===== config.mk =====
export PLATFORM = sky130hd
export DESIGN_NAME = varint_zigzag_buffer_codec_unit
export DESIGN_NICKNAME = d
export VERILOG_FILES = /design/src/hdl/vzbc_pkg.sv /design/src/hdl/varint_zigzag_buffer_codec_unit.sv /design/src/hdl/vzbc_ram.sv
export SDC_FILE = /design/constraint.sdc
export NUM_CORES = 2
export LEC_CHECK = 0
export BUFFER_PORTS_ARGS = -buffer_cell sky130_fd_sc_hd__buf_2
export CELL_PAD_IN_SITES_DETAIL_PLACEMENT = 1
export CELL_PAD_IN_SITES_GLOBAL_PLACEMENT = 1
export CORE_MARGIN = 2
export CORE_UTILIZATION = 30
export DETAILED_ROUTE_END_ITERATION = 8
export PLACE_DENSITY_LB_ADDON = 0.1
export SETUP_SLACK_MARGIN = 0.3
export SYNTH_ARGS = -nofsm -noshare
export SYNTH_HDL_FRONTEND = slang
export SYNTH_SLANG_ARGS = --single-unit

===== constraint.sdc =====
create_clock -name clock -period 5.8 [get_ports clock]
set_input_delay 1.45 -clock clock [delete_from_list [all_inputs] [get_ports clock]]
set_output_delay 1.45 -clock clock [all_outputs]
set_load 0.03 [all_outputs]

===== src/hdl/vzbc_pkg.sv =====
// Shared types and constants for the varint zigzag buffer codec.
`default_nettype none

package vzbc_pkg;

   localparam int VALUE_W           = 64;
   localparam int COUNT_W           = 9;
   localparam int GROUP_W           = 7;
   localparam int GROUP_CNT         = 10;
   localparam int GCNT_W            = 4;
   localparam int BYTE_W            = 8;
   localparam int BUF_BYTES_DEFAULT = 256;

   typedef enum logic [1:0] {
      KIND_ENCODE  = 2'd0,
      KIND_DECODE  = 2'd1,
      KIND_REWIND  = 2'd2,
      KIND_MEASURE = 2'd3
   } kind_type;

   typedef enum logic {
      STATUS_OK   = 1'b0,
      STATUS_FULL = 1'b1
   } status_type;

   function automatic logic [VALUE_W-1:0] zz_map(input logic [VALUE_W-1:0] v);
      return {v[VALUE_W-2:0], 1'b0} ^ {VALUE_W{v[VALUE_W-1]}};
   endfunction

   function automatic logic [VALUE_W-1:0] zz_unmap(input logic [VALUE_W-1:0] r);
      return {1'b0, r[VALUE_W-1:1]} ^ {VALUE_W{r[0]}};
   endfunction

endpackage

`default_nettype wire


===== src/hdl/varint_zigzag_buffer_codec_unit.sv =====
// Top level of the LEB128 varint codec with zigzag mapping over a byte buffer.
//
//   channel | direction | ports                                         | transfer
//   req     | in        | req_kind, req_zigzag, req_value               | req_valid & req_ready
//   rsp     | out       | rsp_status, rsp_count, rsp_decoded, rsp_bytes_used | rsp_valid & rsp_ready
//
// One request is worked at a time. Encode and measure handle one 7-bit group per cycle
// through a shift register; an encoded varint is at most 10 bytes. Decode reads each
// byte through the buffer RAM's registered port, in an address state and a data state.
// Rewind clears the read cursor. Reset clears both cursors; the buffer needs no
// clearing pass. A pending response does not block the next request; a finished
// request waits only when the response register is still full.
`default_nettype none

module varint_zigzag_buffer_codec_unit #(
   parameter int BUF_BYTES = vzbc_pkg::BUF_BYTES_DEFAULT
) (
   input  wire logic                           clock,
   input  wire logic                           reset,
   input  wire logic                           req_valid,
   output logic                                req_ready,
   input  wire logic [1:0]                     req_kind,
   input  wire logic                           req_zigzag,
   input  wire logic [vzbc_pkg::VALUE_W-1:0]   req_value,
   output logic                                rsp_valid,
   input  wire logic                           rsp_ready,
   output logic                                rsp_status,
   output logic      [vzbc_pkg::COUNT_W-1:0]   rsp_count,
   output logic      [vzbc_pkg::VALUE_W-1:0]   rsp_decoded,
   output logic      [vzbc_pkg::COUNT_W-1:0]   rsp_bytes_used
);

   import vzbc_pkg::*;

   localparam int PTR_W  = $clog2(BUF_BYTES + 1);
   localparam int ADDR_W = $clog2(BUF_BYTES);
   localparam int ACC_W  = GROUP_CNT * GROUP_W;

   typedef enum logic [2:0] {
      ST_IDLE,
      ST_ENC,
      ST_MEAS,
      ST_DEC_ADDR,
      ST_DEC_DATA,
      ST_DONE
   } state_type;

   state_type               state_ff, state_in;
   logic [VALUE_W-1:0]      val_ff, val_in;
   logic                    zz_ff, zz_in;
   logic [PTR_W-1:0]        wp_ff, wp_in;
   logic [PTR_W-1:0]        rp_ff, rp_in;
   logic [PTR_W-1:0]        cnt_ff, cnt_in;
   status_type              status_ff, status_in;
   logic [ACC_W-1:0]        acc_ff, acc_in;
   logic [GCNT_W-1:0]       gcnt_ff, gcnt_in;
   logic                    rsp_valid_ff, rsp_valid_in;
   logic                    rsp_status_ff, rsp_status_in;
   logic [COUNT_W-1:0]      rsp_count_ff, rsp_count_in;
   logic [VALUE_W-1:0]      rsp_decoded_ff, rsp_decoded_in;
   logic [COUNT_W-1:0]      rsp_bytes_used_ff, rsp_bytes_used_in;

   logic                    more;
   logic                    ram_wr_en;
   logic [BYTE_W-1:0]       ram_wr_data;
   logic [BYTE_W-1:0]       ram_rd_data;
   logic [VALUE_W-1:0]      acc_value;

   vzbc_ram #(
      .WIDTH (BYTE_W),
      .DEPTH (BUF_BYTES)
   ) u_ram (
      .clock   (clock),
      .wr_en   (ram_wr_en),
      .wr_addr (wp_ff[ADDR_W-1:0]),
      .wr_data (ram_wr_data),
      .rd_addr (rp_ff[ADDR_W-1:0]),
      .rd_data (ram_rd_data)
   );

   // Another group follows whenever anything is left above the low seven bits.
   assign more        = |val_ff[VALUE_W-1:GROUP_W];
   assign ram_wr_data = {more, val_ff[GROUP_W-1:0]};
   assign acc_value   = acc_ff[VALUE_W-1:0];
   assign req_ready   = (state_ff == ST_IDLE);

   always_comb begin
      state_in          = state_ff;
      val_in            = val_ff;
      zz_in             = zz_ff;
      wp_in             = wp_ff;
      rp_in             = rp_ff;
      cnt_in            = cnt_ff;
      status_in         = status_ff;
      acc_in            = acc_ff;
      gcnt_in           = gcnt_ff;
      rsp_valid_in      = rsp_valid_ff & ~rsp_ready;
      rsp_status_in     = rsp_status_ff;
      rsp_count_in      = rsp_count_ff;
      rsp_decoded_in    = rsp_decoded_ff;
      rsp_bytes_used_in = rsp_bytes_used_ff;
      ram_wr_en         = 1'b0;

      case (state_ff)
         ST_IDLE: begin
            if (req_valid) begin
               val_in    = req_zigzag ? zz_map(req_value) : req_value;
               zz_in     = req_zigzag;
               cnt_in    = '0;
               status_in = STATUS_OK;
               acc_in    = '0;
               gcnt_in   = '0;
               case (kind_type'(req_kind))
                  KIND_ENCODE:  state_in = ST_ENC;
                  KIND_DECODE:  state_in = ST_DEC_ADDR;
                  KIND_REWIND: begin
                     rp_in    = '0;
                     state_in = ST_DONE;
                  end
                  KIND_MEASURE: state_in = ST_MEAS;
                  default:      state_in = ST_DONE;
               endcase
            end
         end
         ST_ENC: begin
            if (wp_ff >= PTR_W'(BUF_BYTES)) begin
               status_in = STATUS_FULL;
               state_in  = ST_DONE;
            end else begin
               ram_wr_en = 1'b1;
               wp_in     = wp_ff + 1'b1;
               cnt_in    = cnt_ff + 1'b1;
               val_in    = val_ff >> GROUP_W;
               if (!more) begin
                  state_in = ST_DONE;
               end
            end
         end
         ST_MEAS: begin
            cnt_in = cnt_ff + 1'b1;
            val_in = val_ff >> GROUP_W;
            if (!more) begin
               state_in = ST_DONE;
            end
         end
         ST_DEC_ADDR: begin
            if (rp_ff < wp_ff) begin
               state_in = ST_DEC_DATA;
            end else begin
               state_in = ST_DONE;
            end
         end
         ST_DEC_DATA: begin
            rp_in  = rp_ff + 1'b1;
            cnt_in = cnt_ff + 1'b1;
            // Groups past the tenth lie wholly above bit 63 and are dropped.
            if (gcnt_ff < GCNT_W'(GROUP_CNT)) begin
               for (int i = 0; i < GROUP_CNT; i++) begin
                  if (gcnt_ff == GCNT_W'(i)) begin
                     acc_in[i*GROUP_W +: GROUP_W] = ram_rd_data[GROUP_W-1:0];
                  end
               end
               gcnt_in = gcnt_ff + 1'b1;
            end
            if (ram_rd_data[BYTE_W-1]) begin
               state_in = ST_DEC_ADDR;
            end else begin
               state_in = ST_DONE;
            end
         end
         ST_DONE: begin
            if (!rsp_valid_ff || rsp_ready) begin
               rsp_valid_in      = 1'b1;
               rsp_status_in     = status_ff;
               rsp_count_in      = COUNT_W'(cnt_ff);
               rsp_decoded_in    = zz_ff ? zz_unmap(acc_value) : acc_value;
               rsp_bytes_used_in = COUNT_W'(wp_ff);
               state_in          = ST_IDLE;
            end
         end
         default: begin
            state_in = ST_IDLE;
         end
      endcase
   end

   always_ff @(posedge clock) begin
      if (reset) begin
         state_ff     <= ST_IDLE;
         wp_ff        <= '0;
         rp_ff        <= '0;
         gcnt_ff      <= '0;
         rsp_valid_ff <= 1'b0;
      end else begin
         state_ff     <= state_in;
         wp_ff        <= wp_in;
         rp_ff        <= rp_in;
         gcnt_ff      <= gcnt_in;
         rsp_valid_ff <= rsp_valid_in;
      end
      val_ff            <= val_in;
      zz_ff             <= zz_in;
      cnt_ff            <= cnt_in;
      status_ff         <= status_in;
      acc_ff            <= acc_in;
      rsp_status_ff     <= rsp_status_in;
      rsp_count_ff      <= rsp_count_in;
      rsp_decoded_ff    <= rsp_decoded_in;
      rsp_bytes_used_ff <= rsp_bytes_used_in;
   end

   assign rsp_valid      = rsp_valid_ff;
   assign rsp_status     = rsp_status_ff;
   assign rsp_count      = rsp_count_ff;
   assign rsp_decoded    = rsp_decoded_ff;
   assign rsp_bytes_used = rsp_bytes_used_ff;

`ifndef ASSERT_OFF
   a_wp_bound: assert property (@(posedge clock) disable iff (reset)
      wp_ff <= PTR_W'(BUF_BYTES))
      else $error("write position beyond buffer");

   a_rp_le_wp: assert property (@(posedge clock) disable iff (reset)
      rp_ff <= wp_ff)
      else $error("read cursor passed write position");

   a_wr_in_range: assert property (@(posedge clock) disable iff (reset)
      ram_wr_en |-> (wp_ff < PTR_W'(BUF_BYTES)))
      else $error("buffer write with no room left");

   a_gcnt_bound: assert property (@(posedge clock) disable iff (reset)
      gcnt_ff <= GCNT_W'(GROUP_CNT))
      else $error("group counter overran");

   a_rsp_from_done: assert property (@(posedge clock) disable iff (reset)
      $rose(rsp_valid_ff) |-> ($past(state_ff) == ST_DONE))
      else $error("response raised outside completion state");
`endif

endmodule

`default_nettype wire


===== src/hdl/vzbc_ram.sv =====
// Generic single-write, single-read RAM with registered read data.
`default_nettype none

module vzbc_ram #(
   parameter int WIDTH = 8,
   parameter int DEPTH = 256
) (
   input  wire logic                     clock,
   input  wire logic                     wr_en,
   input  wire logic [$clog2(DEPTH)-1:0] wr_addr,
   input  wire logic [WIDTH-1:0]         wr_data,
   input  wire logic [$clog2(DEPTH)-1:0] rd_addr,
   output logic      [WIDTH-1:0]         rd_data
);

   logic [WIDTH-1:0] mem_ff [DEPTH];
   logic [WIDTH-1:0] rd_data_ff;

   always_ff @(posedge clock) begin
      if (wr_en) begin
         mem_ff[wr_addr] <= wr_data;
      end
      rd_data_ff <= mem_ff[rd_addr];
   end

   assign rd_data = rd_data_ff;

endmodule

`default_nettype wire

==> flow_metrics.tcl <==
set metrics [dict create \
    ys_seq_elements 2304 \
    postSynthAreaPerCell_um2 18.83 \
    drc 0 \
    drt_wl_total_um 300300 \
    path_common_cell "nor4_1" \
    fin_crit_sh_pct 76.20 \
    synth_area_leaders "edfxtp_1 74%, mux4_2 9.9%, mux2i_1 2.3%" \
    syn_to_final_growth_pct 15.40 \
    chipHeight_um 557.5 \
    antenna_found_initial 22 \
    viasPerCell 5.030 \
    utilization_pct 34.74 \
    syn_inst 4881 \
    clock_latency_ns 0.88 \
    die_w_um 557.5 \
    cts_buffer_depth 4 \
    leakage_uw 0.03286 \
    start_util_pct 30.10 \
    crit_buf_inv 1 \
    crit_path_end_kind "flip-flop" \
    clk_pin_slew_ns 0.06 \
    outcome "completed" \
    cts_root_buf "clkbuf_16" \
    dp_slack_ns 1.371 \
    grt_max_degree 184 \
    synth_area_leader_cell "edfxtp_1" \
    nets 5236 \
    path_class "reg2reg" \
    antenna_left 0 \
    dp_hpwl_um 184600 \
    drt-initial-drc-count 4393 \
    gp_congestion 0.7850 \
    slew_violations 0 \
    fmax_mhz 226.3 \
    yosysUniqueCellTypes 85 \
    cts_hold_buf 0 \
    period_needed_ns 4.420 \
    io_buffers 155 \
    wl_per_cell_um 31.71 \
    synth_ff_type "edfxtp_1" \
    std_cell_rows 203 \
    io_pins 156 \
    htree_levels 5 \
    cap_violations 0 \
    yosysSeqAreaShare_pct 74.92 \
    fin_worst_skew_ns 0.03019 \
    synthTopCellsByCount "2270 x edfxtp_1, 416 x nor2_1, 402 x mux4_2, 266 x nand2_1, 208 x mux2i_1" \
    post_cts_resized 0 \
    grt_pass1_wl_um 416400 \
    synth_most_common_cell "edfxtp_1" \
    start_kind "flip-flop" \
    synth-edff-count 2270 \
    path_cells "buf_12, mux4_2, a22o_1, a221oi_1, o22ai_1, nor4_1, nor4_1" \
    critPathMaxStageDelay_ns 1.01 \
    async_reset_ff_share_pct 0 \
    synth_top_area_share_pct 74.17 \
    die-area_um2 310800 \
    grt_setup_unrepaired "false" \
    cts_buffers 275 \
    cts_setup_buffers 0 \
    hold_violations 0 \
    grt-ovfl-total 0 \
    fin_tns_setup_ns 0 \
    synth_nets 4970 \
    cp.required_ns 6.51 \
    crit_path_top_delay_cell "nor4_1" \
    crit_path_max_fanout 50 \
    grt_usage_pct 19.06 \
    yosys_warnings 0 \
    p_per_area_nw_per_um2 397.6 \
    hold_class "reg2reg" \
    drive_above_1_share_pct 21.01 \
    core_um2 305300 \
    cts_sinks 2304 \
    vias 47630 \
    layout_setup_ws_ns 1.380 \
    setup_viol 0 \
    dr.pass1.iters 5 \
    max-vdd-ir-drop_uv 361.0 \
    arrival_ns 5.13 \
    crit_family "compound AO/OA/AOI/OAI gates" \
    worstMarginPinSlew_ns 1.308 \
    grt_pass1_vias 49720 \
    relSlewSlack_pct 12.48 \
    synth_area_um2 91900 \
    n_fill_cell 30320 \
    tritoncts "yes" \
]
[state kept, by name, indices dropped and copies added, names as in the netlist, 3 cells and up]
register / cells
u_ram.mem_ff: 2048
acc_ff: 64
rsp_decoded: 64
val_ff: 64
cnt_ff: 9
rp_ff: 9
rsp_bytes_used: 9
rsp_count: 9
wp_ff: 9
u_ram.rd_data: 8
gcnt_ff: 4
state_ff: 3
[metrics by stage]
step | instances | hold WS (ns) | total power [uW] | area, um2
5_1_grt | 9466 | 0.4366 | 43650 | 106000
4_1_cts | 9465 | 0.4296 | 42770 | 106000
3_5_place_dp | 8970 | 0.4165 | 25840 | 97400
6_report | 9468 | 0.4255 | 42160 | 106100
2_1_floorplan | 4881 | 0.4003 | 23900 | 91900
3_3_place_gp | 8970 | 0.4185 | 25760 | 97390
[path summary, 6_finish.rpt]
path / startpoint / end / slack [ns] / cells past startpoint
setup reg to reg: rp_ff[0] / u_ram.rd_data[6] / 1.38 / 7
setup / recovery: rp_ff[0] / u_ram.rd_data[6] / 1.38 / 7
hold / removal: status_ff / rsp_status / 0.43 / 0
hold reg to reg: status_ff / rsp_status / 0.43 / 0
[cell usage in the layout, fill, tap and decap left out, types with 44 or more instances in the layout]
master and n:
o21ai_0 152, a21oi_1 158, nor2_1 409, mux4_2 402, buf_2 153, edfxtp_1 2270, clkinv_1 66, nand3_1 44
a221oi_1 44, clkbuf_1 59, nand2_1 250, a22oi_1 48, buf_4 109, xnor2_1 137, clkbuf_16 279, mux2i_1 208
[per-layer routing]
metal / vias to the layer above / GRT usage, % / routed length, um
li1: 20270 / - / -
met1: 25820 / 26.67 / 136500
met2: 1186 / 31.55 / 144600
met3: 346 / 2.482 / 12320
met4: 4 / 4.273 / 6790
met5: - / 0 / 27
[power by group]
group          internal (uW)  switching (uW)  leakage [uW]
Combinational           1160            3380       0.00711
Sequential             20400             394        0.0215
Clock                   9770            7070       0.00422
[cell families (layout without fill, tap and decap cells)]
logic type | count (synthesis) | in the layout | share of synthesized area (%)
AO/OA/AOI/OAI | 596 | 596 | 4.161
XOR/XNOR | 147 | 147 | 1.401
adder cells (fa/ha/maj) | 18 | 18 | 0.2451
buffers and inverters | 320 | 804 | 2.166
flip-flops | 2304 | 2304 | 74.92
multiplexers | 654 | 654 | 13.28
other | 0 | 3 | 0
AND/OR/NAND/NOR | 842 | 842 | 3.834
[worst register-to-register path: cells and delay by family, from the launching register on]
family                 cells  cell delay, ns
multiplexers               1            0.63
buffers and inverters      1            0.46
AND/OR/NAND/NOR            2            1.11
AO/OA/AOI/OAI              3            1.22
flip-flops                 1            0.83
[area by class of cell]
| cell class | count | area [um2] | share of cell area [%] |
|---|---|---|---|
| diodes | 3 | 7.507 | 0.007079 |
| clock buffers | 341 | 7244 | 6.831 |
| clock inverters | 154 | 1400 | 1.320 |
| inverters | 21 | 91.34 | 0.08612 |
| multi-input cells | 2257 | 21210 | 20.00 |
| flip-flops and latches | 2304 | 68870 | 64.94 |
| well taps | 4100 | 5130 | 4.837 |
| repair buffers | 288 | 2105 | 1.984 |
No activity file was read; power rests on OpenSTA's default activity.
